<file path="config.mk">
export PLATFORM = sky130hd
export DESIGN_NAME = weighted_round_robin_picker
export DESIGN_NICKNAME = d
export VERILOG_FILES = /design/src/hw/rtl/wrrp_pkg.sv /design/src/hw/rtl/wrrp_alu.sv /design/src/hw/rtl/wrrp_weight_ram.sv /design/src/hw/rtl/weighted_round_robin_picker.sv
export SDC_FILE = /design/constraint.sdc
export NUM_CORES = 1
export LEC_CHECK = 0
export BUFFER_PORTS_ARGS = -buffer_cell sky130_fd_sc_hd__buf_2
export CAP_MARGIN = 5
export CORE_MARGIN = 8
export CORE_UTILIZATION = 45
export DETAILED_ROUTE_END_ITERATION = 10
export SLEW_MARGIN = 20
export SYNTH_ARGS = -nofsm -noshare
export SYNTH_HDL_FRONTEND = slang
export SYNTH_HIERARCHICAL = 1
export SYNTH_SLANG_ARGS = --single-unit
</file>
<file path="constraint.sdc">
create_clock -name clk -period 6.4 [get_ports clk]
set_input_delay 0.64 -clock clk [delete_from_list [all_inputs] [get_ports clk]]
set_output_delay 0.64 -clock clk [all_outputs]
set_load 0.02 [all_outputs]
</file>
<file path="src/hw/rtl/wrrp_pkg.sv">
`timescale 1ns / 1ps
// ----------------------------------------------------------------------------
// wrrp_pkg
// Shared types and constants for the weighted round-robin picker.
// ----------------------------------------------------------------------------

package wrrp_pkg;

    localparam int MAX_INSTANCES_DEF = 64;
    localparam int WEIGHT_IN_W       = 16;
    localparam int WEIGHT_W          = 15;
    localparam int CTR_W             = 64;
    localparam int BIT_CNT_W         = 6;
    localparam int INDEX_OUT_W       = 6;
    localparam int TDATA_IN_W        = 16;
    localparam int TDATA_OUT_W       = 8;

    typedef enum logic [2:0] {
        ST_IDLE,
        ST_MOD,
        ST_WALK_RD,
        ST_WALK_CMP,
        ST_FIN
    } state_t;

    // clamp a raw weight to the range 1..32767
    function automatic logic [WEIGHT_W-1:0] clamp_weight(input logic [WEIGHT_IN_W-1:0] raw);
        logic [WEIGHT_W-1:0] w;
        if (raw[WEIGHT_IN_W-1] || (raw == '0))
            w = WEIGHT_W'(1);
        else
            w = raw[WEIGHT_W-1:0];
        return w;
    endfunction

endpackage

</file>
<file path="src/hw/rtl/wrrp_alu.sv">
`timescale 1ns / 1ps
// ----------------------------------------------------------------------------
// wrrp_alu
// Shared subtract/compare unit: used for the restoring modulo steps and for
// the cumulative weight walk.
// ----------------------------------------------------------------------------

module wrrp_alu #(
    parameter int W = 22
) (
    input  logic [W-1:0] a,
    input  logic [W-1:0] b,
    output logic [W-1:0] diff,
    output logic         lt
);

    logic [W:0] full;

    assign full = {1'b0, a} - {1'b0, b};
    assign diff = full[W-1:0];
    assign lt   = full[W];

endmodule

</file>
<file path="src/hw/rtl/wrrp_weight_ram.sv">
`timescale 1ns / 1ps
// ----------------------------------------------------------------------------
// wrrp_weight_ram
// Weight store: one write port, one registered read port.
// ----------------------------------------------------------------------------

module wrrp_weight_ram #(
    parameter int DEPTH = 64,
    parameter int AW    = 6,
    parameter int DW    = 15
) (
    input  logic          clk,
    input  logic          wr_en,
    input  logic [AW-1:0] wr_addr,
    input  logic [DW-1:0] wr_data,
    input  logic          rd_en,
    input  logic [AW-1:0] rd_addr,
    output logic [DW-1:0] rd_data
);

    logic [DW-1:0] mem [DEPTH];
    logic [DW-1:0] rd_data_reg;

    always_ff @(posedge clk)
    begin
        if (wr_en)
        begin
            mem[wr_addr] <= wr_data;
        end
    end

    always_ff @(posedge clk)
    begin
        if (rd_en)
        begin
            rd_data_reg <= mem[rd_addr];
        end
    end

    assign rd_data = rd_data_reg;

endmodule

</file>
<file path="src/hw/rtl/weighted_round_robin_picker.sv">
`timescale 1ns / 1ps
// ----------------------------------------------------------------------------
// weighted_round_robin_picker
// Weighted round-robin pick over a streamed list of candidate weights.
// ----------------------------------------------------------------------------
// Usage:
//   s_axis carries one candidate weight per transaction; tlast marks the last
//   candidate of a list. Weights below 1 count as 1. Up to MAX_INSTANCES
//   entries are stored; further ones are dropped and flagged.
//   Non-last transactions are taken one per cycle while no pick is running.
//   A last transaction starts a pick: a bit-serial modulo of the
//   pick counter by the weight sum, then a walk of the weight store with
//   a RAM read and then a compare/subtract for each entry, all on one
//   shared subtractor. s_axis_tready is low during the pick.
//   m_axis carries the chosen index and the overflow flag; one transaction
//   per list. The result is held in an output register; a stalled receiver
//   does not block loading of the next list, but a following pick waits at
//   its end until the previous result is taken.
//   Reset clears the list state, the pick counter and the output valid.
// ----------------------------------------------------------------------------

module weighted_round_robin_picker #(
    parameter int MAX_INSTANCES = wrrp_pkg::MAX_INSTANCES_DEF
) (
    input  logic                             clk,
    input  logic                             rst_n,
    input  logic                             s_axis_tvalid,
    output logic                             s_axis_tready,
    input  logic [wrrp_pkg::TDATA_IN_W-1:0]  s_axis_tdata,   // [15:0] weight
    input  logic                             s_axis_tlast,   // last_entry
    output logic                             m_axis_tvalid,
    input  logic                             m_axis_tready,
    output logic [wrrp_pkg::TDATA_OUT_W-1:0] m_axis_tdata,   // [5:0] chosen_index, [7:6] zero
    output logic                             m_axis_tuser    // overflow
);

    localparam int CNT_W = $clog2(MAX_INSTANCES + 1);
    localparam int IDX_W = (MAX_INSTANCES > 1) ? $clog2(MAX_INSTANCES) : 1;
    localparam int SUM_W = wrrp_pkg::WEIGHT_W + CNT_W;
    localparam int ALU_W = SUM_W + 1;

    wrrp_pkg::state_t state_reg, state_next;

    logic [CNT_W-1:0]                 cnt_reg, cnt_next;
    logic [SUM_W-1:0]                 sum_reg, sum_next;
    logic                             ovf_reg, ovf_next;
    logic [wrrp_pkg::CTR_W-1:0]       ctr_reg, ctr_next;
    logic [wrrp_pkg::CTR_W-1:0]       div_reg, div_next;
    logic [SUM_W-1:0]                 rem_reg, rem_next;
    logic [wrrp_pkg::BIT_CNT_W-1:0]   bit_reg, bit_next;
    logic [IDX_W-1:0]                 idx_reg, idx_next;
    logic [wrrp_pkg::INDEX_OUT_W-1:0] out_idx_reg, out_idx_next;
    logic                             out_ovf_reg, out_ovf_next;
    logic                             m_valid_reg, m_valid_next;

    logic                        in_ready;
    logic                        in_fire;
    logic                        out_free;
    logic                        rd_en;
    logic                        mod_sel;
    logic [wrrp_pkg::WEIGHT_W-1:0] w_clamped;
    logic                        wr_en;
    logic [wrrp_pkg::WEIGHT_W-1:0] rd_data;
    logic [ALU_W-1:0]            alu_a, alu_b, alu_diff;
    logic                        alu_lt;
    logic                        walk_end;

    assign w_clamped = wrrp_pkg::clamp_weight(s_axis_tdata);
    assign in_fire   = s_axis_tvalid && in_ready;
    assign wr_en     = in_fire && (cnt_reg < CNT_W'(MAX_INSTANCES));
    assign out_free  = !m_valid_reg || m_axis_tready;
    assign walk_end  = ((CNT_W'(idx_reg) + CNT_W'(1)) == cnt_reg);

    wrrp_weight_ram #(
        .DEPTH (MAX_INSTANCES),
        .AW    (IDX_W),
        .DW    (wrrp_pkg::WEIGHT_W)
    ) u_ram (
        .clk     (clk),
        .wr_en   (wr_en),
        .wr_addr (cnt_reg[IDX_W-1:0]),
        .wr_data (w_clamped),
        .rd_en   (rd_en),
        .rd_addr (idx_reg),
        .rd_data (rd_data)
    );

    always_comb
    begin
        if (mod_sel)
        begin
            alu_a = {rem_reg, div_reg[wrrp_pkg::CTR_W-1]};
            alu_b = {1'b0, sum_reg};
        end
        else
        begin
            alu_a = {1'b0, rem_reg};
            alu_b = ALU_W'(rd_data);
        end
    end

    wrrp_alu #(
        .W (ALU_W)
    ) u_alu (
        .a    (alu_a),
        .b    (alu_b),
        .diff (alu_diff),
        .lt   (alu_lt)
    );

    // next state
    always_comb
    begin
        state_next = state_reg;
        case (state_reg)
            wrrp_pkg::ST_IDLE:
            begin
                if (in_fire && s_axis_tlast)
                    state_next = wrrp_pkg::ST_MOD;
            end
            wrrp_pkg::ST_MOD:
            begin
                if (bit_reg == '0)
                    state_next = wrrp_pkg::ST_WALK_RD;
            end
            wrrp_pkg::ST_WALK_RD:
            begin
                state_next = wrrp_pkg::ST_WALK_CMP;
            end
            wrrp_pkg::ST_WALK_CMP:
            begin
                if (alu_lt || walk_end)
                    state_next = wrrp_pkg::ST_FIN;
                else
                    state_next = wrrp_pkg::ST_WALK_RD;
            end
            wrrp_pkg::ST_FIN:
            begin
                if (out_free)
                    state_next = wrrp_pkg::ST_IDLE;
            end
            default:
            begin
                state_next = wrrp_pkg::ST_IDLE;
            end
        endcase
    end

    // control outputs
    always_comb
    begin
        in_ready = 1'b0;
        rd_en    = 1'b0;
        mod_sel  = 1'b0;
        case (state_reg)
            wrrp_pkg::ST_IDLE:     in_ready = 1'b1;
            wrrp_pkg::ST_MOD:      mod_sel  = 1'b1;
            wrrp_pkg::ST_WALK_RD:  rd_en    = 1'b1;
            wrrp_pkg::ST_WALK_CMP: mod_sel  = 1'b0;
            wrrp_pkg::ST_FIN:      in_ready = 1'b0;
            default:               in_ready = 1'b0;
        endcase
    end

    // datapath
    always_comb
    begin
        cnt_next     = cnt_reg;
        sum_next     = sum_reg;
        ovf_next     = ovf_reg;
        ctr_next     = ctr_reg;
        div_next     = div_reg;
        rem_next     = rem_reg;
        bit_next     = bit_reg;
        idx_next     = idx_reg;
        out_idx_next = out_idx_reg;
        out_ovf_next = out_ovf_reg;
        m_valid_next = m_valid_reg;

        if (m_valid_reg && m_axis_tready)
            m_valid_next = 1'b0;

        case (state_reg)
            wrrp_pkg::ST_IDLE:
            begin
                if (in_fire)
                begin
                    if (wr_en)
                    begin
                        cnt_next = cnt_reg + CNT_W'(1);
                        sum_next = sum_reg + SUM_W'(w_clamped);
                    end
                    else
                    begin
                        ovf_next = 1'b1;
                    end
                    if (s_axis_tlast)
                    begin
                        div_next = ctr_reg;
                        ctr_next = ctr_reg + wrrp_pkg::CTR_W'(1);
                        rem_next = '0;
                        bit_next = wrrp_pkg::BIT_CNT_W'(wrrp_pkg::CTR_W - 1);
                    end
                end
            end
            wrrp_pkg::ST_MOD:
            begin
                if (alu_lt)
                    rem_next = alu_a[SUM_W-1:0];
                else
                    rem_next = alu_diff[SUM_W-1:0];
                div_next = {div_reg[wrrp_pkg::CTR_W-2:0], 1'b0};
                bit_next = bit_reg - wrrp_pkg::BIT_CNT_W'(1);
                idx_next = '0;
            end
            wrrp_pkg::ST_WALK_CMP:
            begin
                if (alu_lt)
                begin
                    idx_next = idx_reg;
                end
                else if (walk_end)
                begin
                    idx_next = '0;
                end
                else
                begin
                    rem_next = alu_diff[SUM_W-1:0];
                    idx_next = idx_reg + IDX_W'(1);
                end
            end
            wrrp_pkg::ST_FIN:
            begin
                if (out_free)
                begin
                    out_idx_next = wrrp_pkg::INDEX_OUT_W'(idx_reg);
                    out_ovf_next = ovf_reg;
                    m_valid_next = 1'b1;
                    cnt_next     = '0;
                    sum_next     = '0;
                    ovf_next     = 1'b0;
                end
            end
            default:
            begin
                idx_next = idx_reg;
            end
        endcase
    end

    always_ff @(posedge clk or negedge rst_n)
    begin
        if (!rst_n)
        begin
            state_reg   <= wrrp_pkg::ST_IDLE;
            cnt_reg     <= '0;
            sum_reg     <= '0;
            ovf_reg     <= 1'b0;
            ctr_reg     <= '0;
            m_valid_reg <= 1'b0;
        end
        else
        begin
            state_reg   <= state_next;
            cnt_reg     <= cnt_next;
            sum_reg     <= sum_next;
            ovf_reg     <= ovf_next;
            ctr_reg     <= ctr_next;
            m_valid_reg <= m_valid_next;
        end
    end

    always_ff @(posedge clk)
    begin
        div_reg     <= div_next;
        rem_reg     <= rem_next;
        bit_reg     <= bit_next;
        idx_reg     <= idx_next;
        out_idx_reg <= out_idx_next;
        out_ovf_reg <= out_ovf_next;
    end

    assign s_axis_tready = in_ready;
    assign m_axis_tvalid = m_valid_reg;
    assign m_axis_tdata  = wrrp_pkg::TDATA_OUT_W'(out_idx_reg);
    assign m_axis_tuser  = out_ovf_reg;

endmodule

</file>
==> flow_summary.json <==
{
  "outcome": "finished, final reports clean",
  "drv_cap": 0,
  "fin_crit_ns": 5.298,
  "syn2layout_area_growth_pct": 12.69,
  "max_clock_freq_mhz": 188.7,
  "dieWidth_um": 346.1,
  "p_leak_uw": 0.01851,
  "relSlewSlack": 0.2404,
  "crit_family": "simple AND/OR/NAND/NOR gates",
  "fill_cells": 8684,
  "globalRouteTotalUtil": 0.1852,
  "grt_setup_unrepaired": "false",
  "wl_per_cell_um": 25.85,
  "cts_tree": "built",
  "largest_reg_flops": 960,
  "rows": 121,
  "synth_area_mm2": 0.04905,
  "syn_area_per_cell_um2": 17.93,
  "insertion_delay_ns": 0.74,
  "clock_sinks": 1178,
  "synth_warnings": 6,
  "cts.path.max_buffers": 3,
  "io_buffers": 29,
  "worstSetupEndpointType": "register",
  "crit_chain": "inv_1 -> nand2_1 -> nor2_4 -> buf_4 -> mux2_2 -> inv_1 -> ha_1 -> nand3_1 -> a21oi_1 -> o21a_1 -> nor3_1 -> or3_4 -> o21ai_2 -> a311oi_1 -> nand2b_1 -> nand2_1 -> a21oi_1",
  "drv_slew": 0,
  "final_hold_viol_count": 0,
  "post_cts_buffers": 0,
  "dp_slack_ns": 1.052,
  "cts_root_buf": "clkbuf_16",
  "drive_gt1_frac": 0.2532,
  "hp-class": "input port to register",
  "grt_max_degree": 105,
  "finalClockSkew_ns": 0.06339,
  "ir_worst_vdd_mv": 0.3206,
  "worstSetupPathType": "register to register",
  "worstMarginPinSlew_ns": 1.138,
  "grt_pass1_vias": 26160,
  "place.gp.congestion": 0.8567,
  "regToRegEndpoint": "rem_reg[14]",
  "drc_errors": 0,
  "num_vias": 25580,
  "h-tree-depth": 3,
  "r2r-start": "state_reg[2]",
  "crit_slowest_cell": "a311oi_1",
  "hold_slack_ns": 0.3064,
  "critPathMaxStageDelay_ns": 0.68,
  "core_area_mm2": 0.1086,
  "critPathLaunchType": "register",
  "wl_um": 112800,
  "setup_tns_ns": 0,
  "initial_utilization": 0.4518,
  "hold_path.startpoint": "m_axis_tready",
  "r2r_slack_ns": 1.10,
  "io_pins": 32,
  "grt_overflow_total": 0,
  "critical_path_required_ns": 6.82,
  "ant_nets": 0,
  "crit_fanout": 23,
  "antenna_found_initial": 1,
  "synth_cells": 2735,
  "finalWorstSetupSlack_ns": 1.102,
  "power_uw": 24890,
  "grt_pass1_wl_um": 169600,
  "period_share": 0.8279,
  "powerDensity_mw_per_mm2": 450.3,
  "vias_per_cell": 5.861,
  "dieArea_mm2": 0.1198,
  "fin_nets": 2912,
  "hold_end": "m_axis_tvalid",
  "clk_pin_slew_worst_paths_ns": 0.06,
  "final_util": 0.5092,
  "critPathArrivalTime_ns": 5.72,
  "dp.final_hpwl_um": 66720,
  "crit_buf_inv": 3,
  "final-setup-viol-count": 0,
  "cts_inserted_buffers": 120,
  "drtIter0Drc": 2256,
  "die_y_um": 346.1,
  "whs_path_depth": 3,
  "reg2regPathDepth": 17,
  "firstDrtPassIters": 5
}
## how the worst max path moves through the flow
stage                     depth (start not counted)          end  slack [ns]          from
after global routing                             15  rem_reg[14]        0.69  state_reg[2]
after detailed placement                         16   rem_reg[3]        1.05  state_reg[2]
final                                            17  rem_reg[14]        1.10  state_reg[2]
after global placement                           16   rem_reg[6]        1.22  state_reg[2]
after CTS                                        16   rem_reg[0]        1.01  state_reg[2]
after floorplan                                  18   rem_reg[0]        1.32  state_reg[2]
## worst register-to-register path, delay by kind of cell (launching register included)
kind	cells	cell delay [ns]
fa+ha+maj	1	0.32
simple gates	7	2.30
flops	1	0.48
compound gates	5	1.12
buf+inv	3	0.49
mux	1	0.34
## layout make-up
class	instances	area, µm²	share of cell area
well taps	1414	1769	0.03201
inverters	48	181.4	0.003282
diodes	1	2.502	0.00004527
repair buffers	119	900.9	0.01630
clock buffers	149	3202	0.05793
clock inverters	77	716.9	0.01297
flip-flops and latches	1178	34880	0.6311
multi-input cells	1379	13620	0.2464
## layer usage
layer  vias to the layer above  GRT usage  part of all wire
met5                         -          0                 0
met4                         0    0.05298             0.025
met3                       157    0.03086             0.060
met2                       781     0.3037              0.48
met1                     13490     0.2570              0.43
li1                      11160          -                 -
## stage by stage
| stage | instance area (µm²) | std cells |
|---|---|---|
| floorplan | 49060 | 2737 |
| global placement | 51300 | 4137 |
| detailed placement | 51300 | 4137 |
| CTS | 55230 | 4364 |
| global route | 55270 | 4364 |
| finish | 55270 | 4365 |
## repair_timing
action	4_1_cts	5_1_grt
hold buffers	1	0
hold endpoints to repair	32	0
resized for setup	0	0
## layout by cell type (no fill, tap or decap), types with 28 or more instances in the layout
cell and count:
clkinv_2 29, buf_4 84, edfxtp_1 1080, mux2i_1 42
nand4_1 38, xnor2_1 62, o21ai_0 38, clkbuf_16 120
a21oi_1 90, ha_1 43, nor2_1 97, dfrtp_1 98
buf_2 28, mux2_2 131, mux4_2 240, nand3_1 54
nand2_1 143, inv_1 45, xor2_1 46
## report_power, final
part | total [µW] | leakage, µW | internal [µW] | switching (µW)
clock network | 6860 | 0.00191 | 3880 | 2980
logic | 8400 | 0.00536 | 3550 | 4850
registers | 9630 | 0.0112 | 9220 | 405
(Power assumes the default switching activity.)
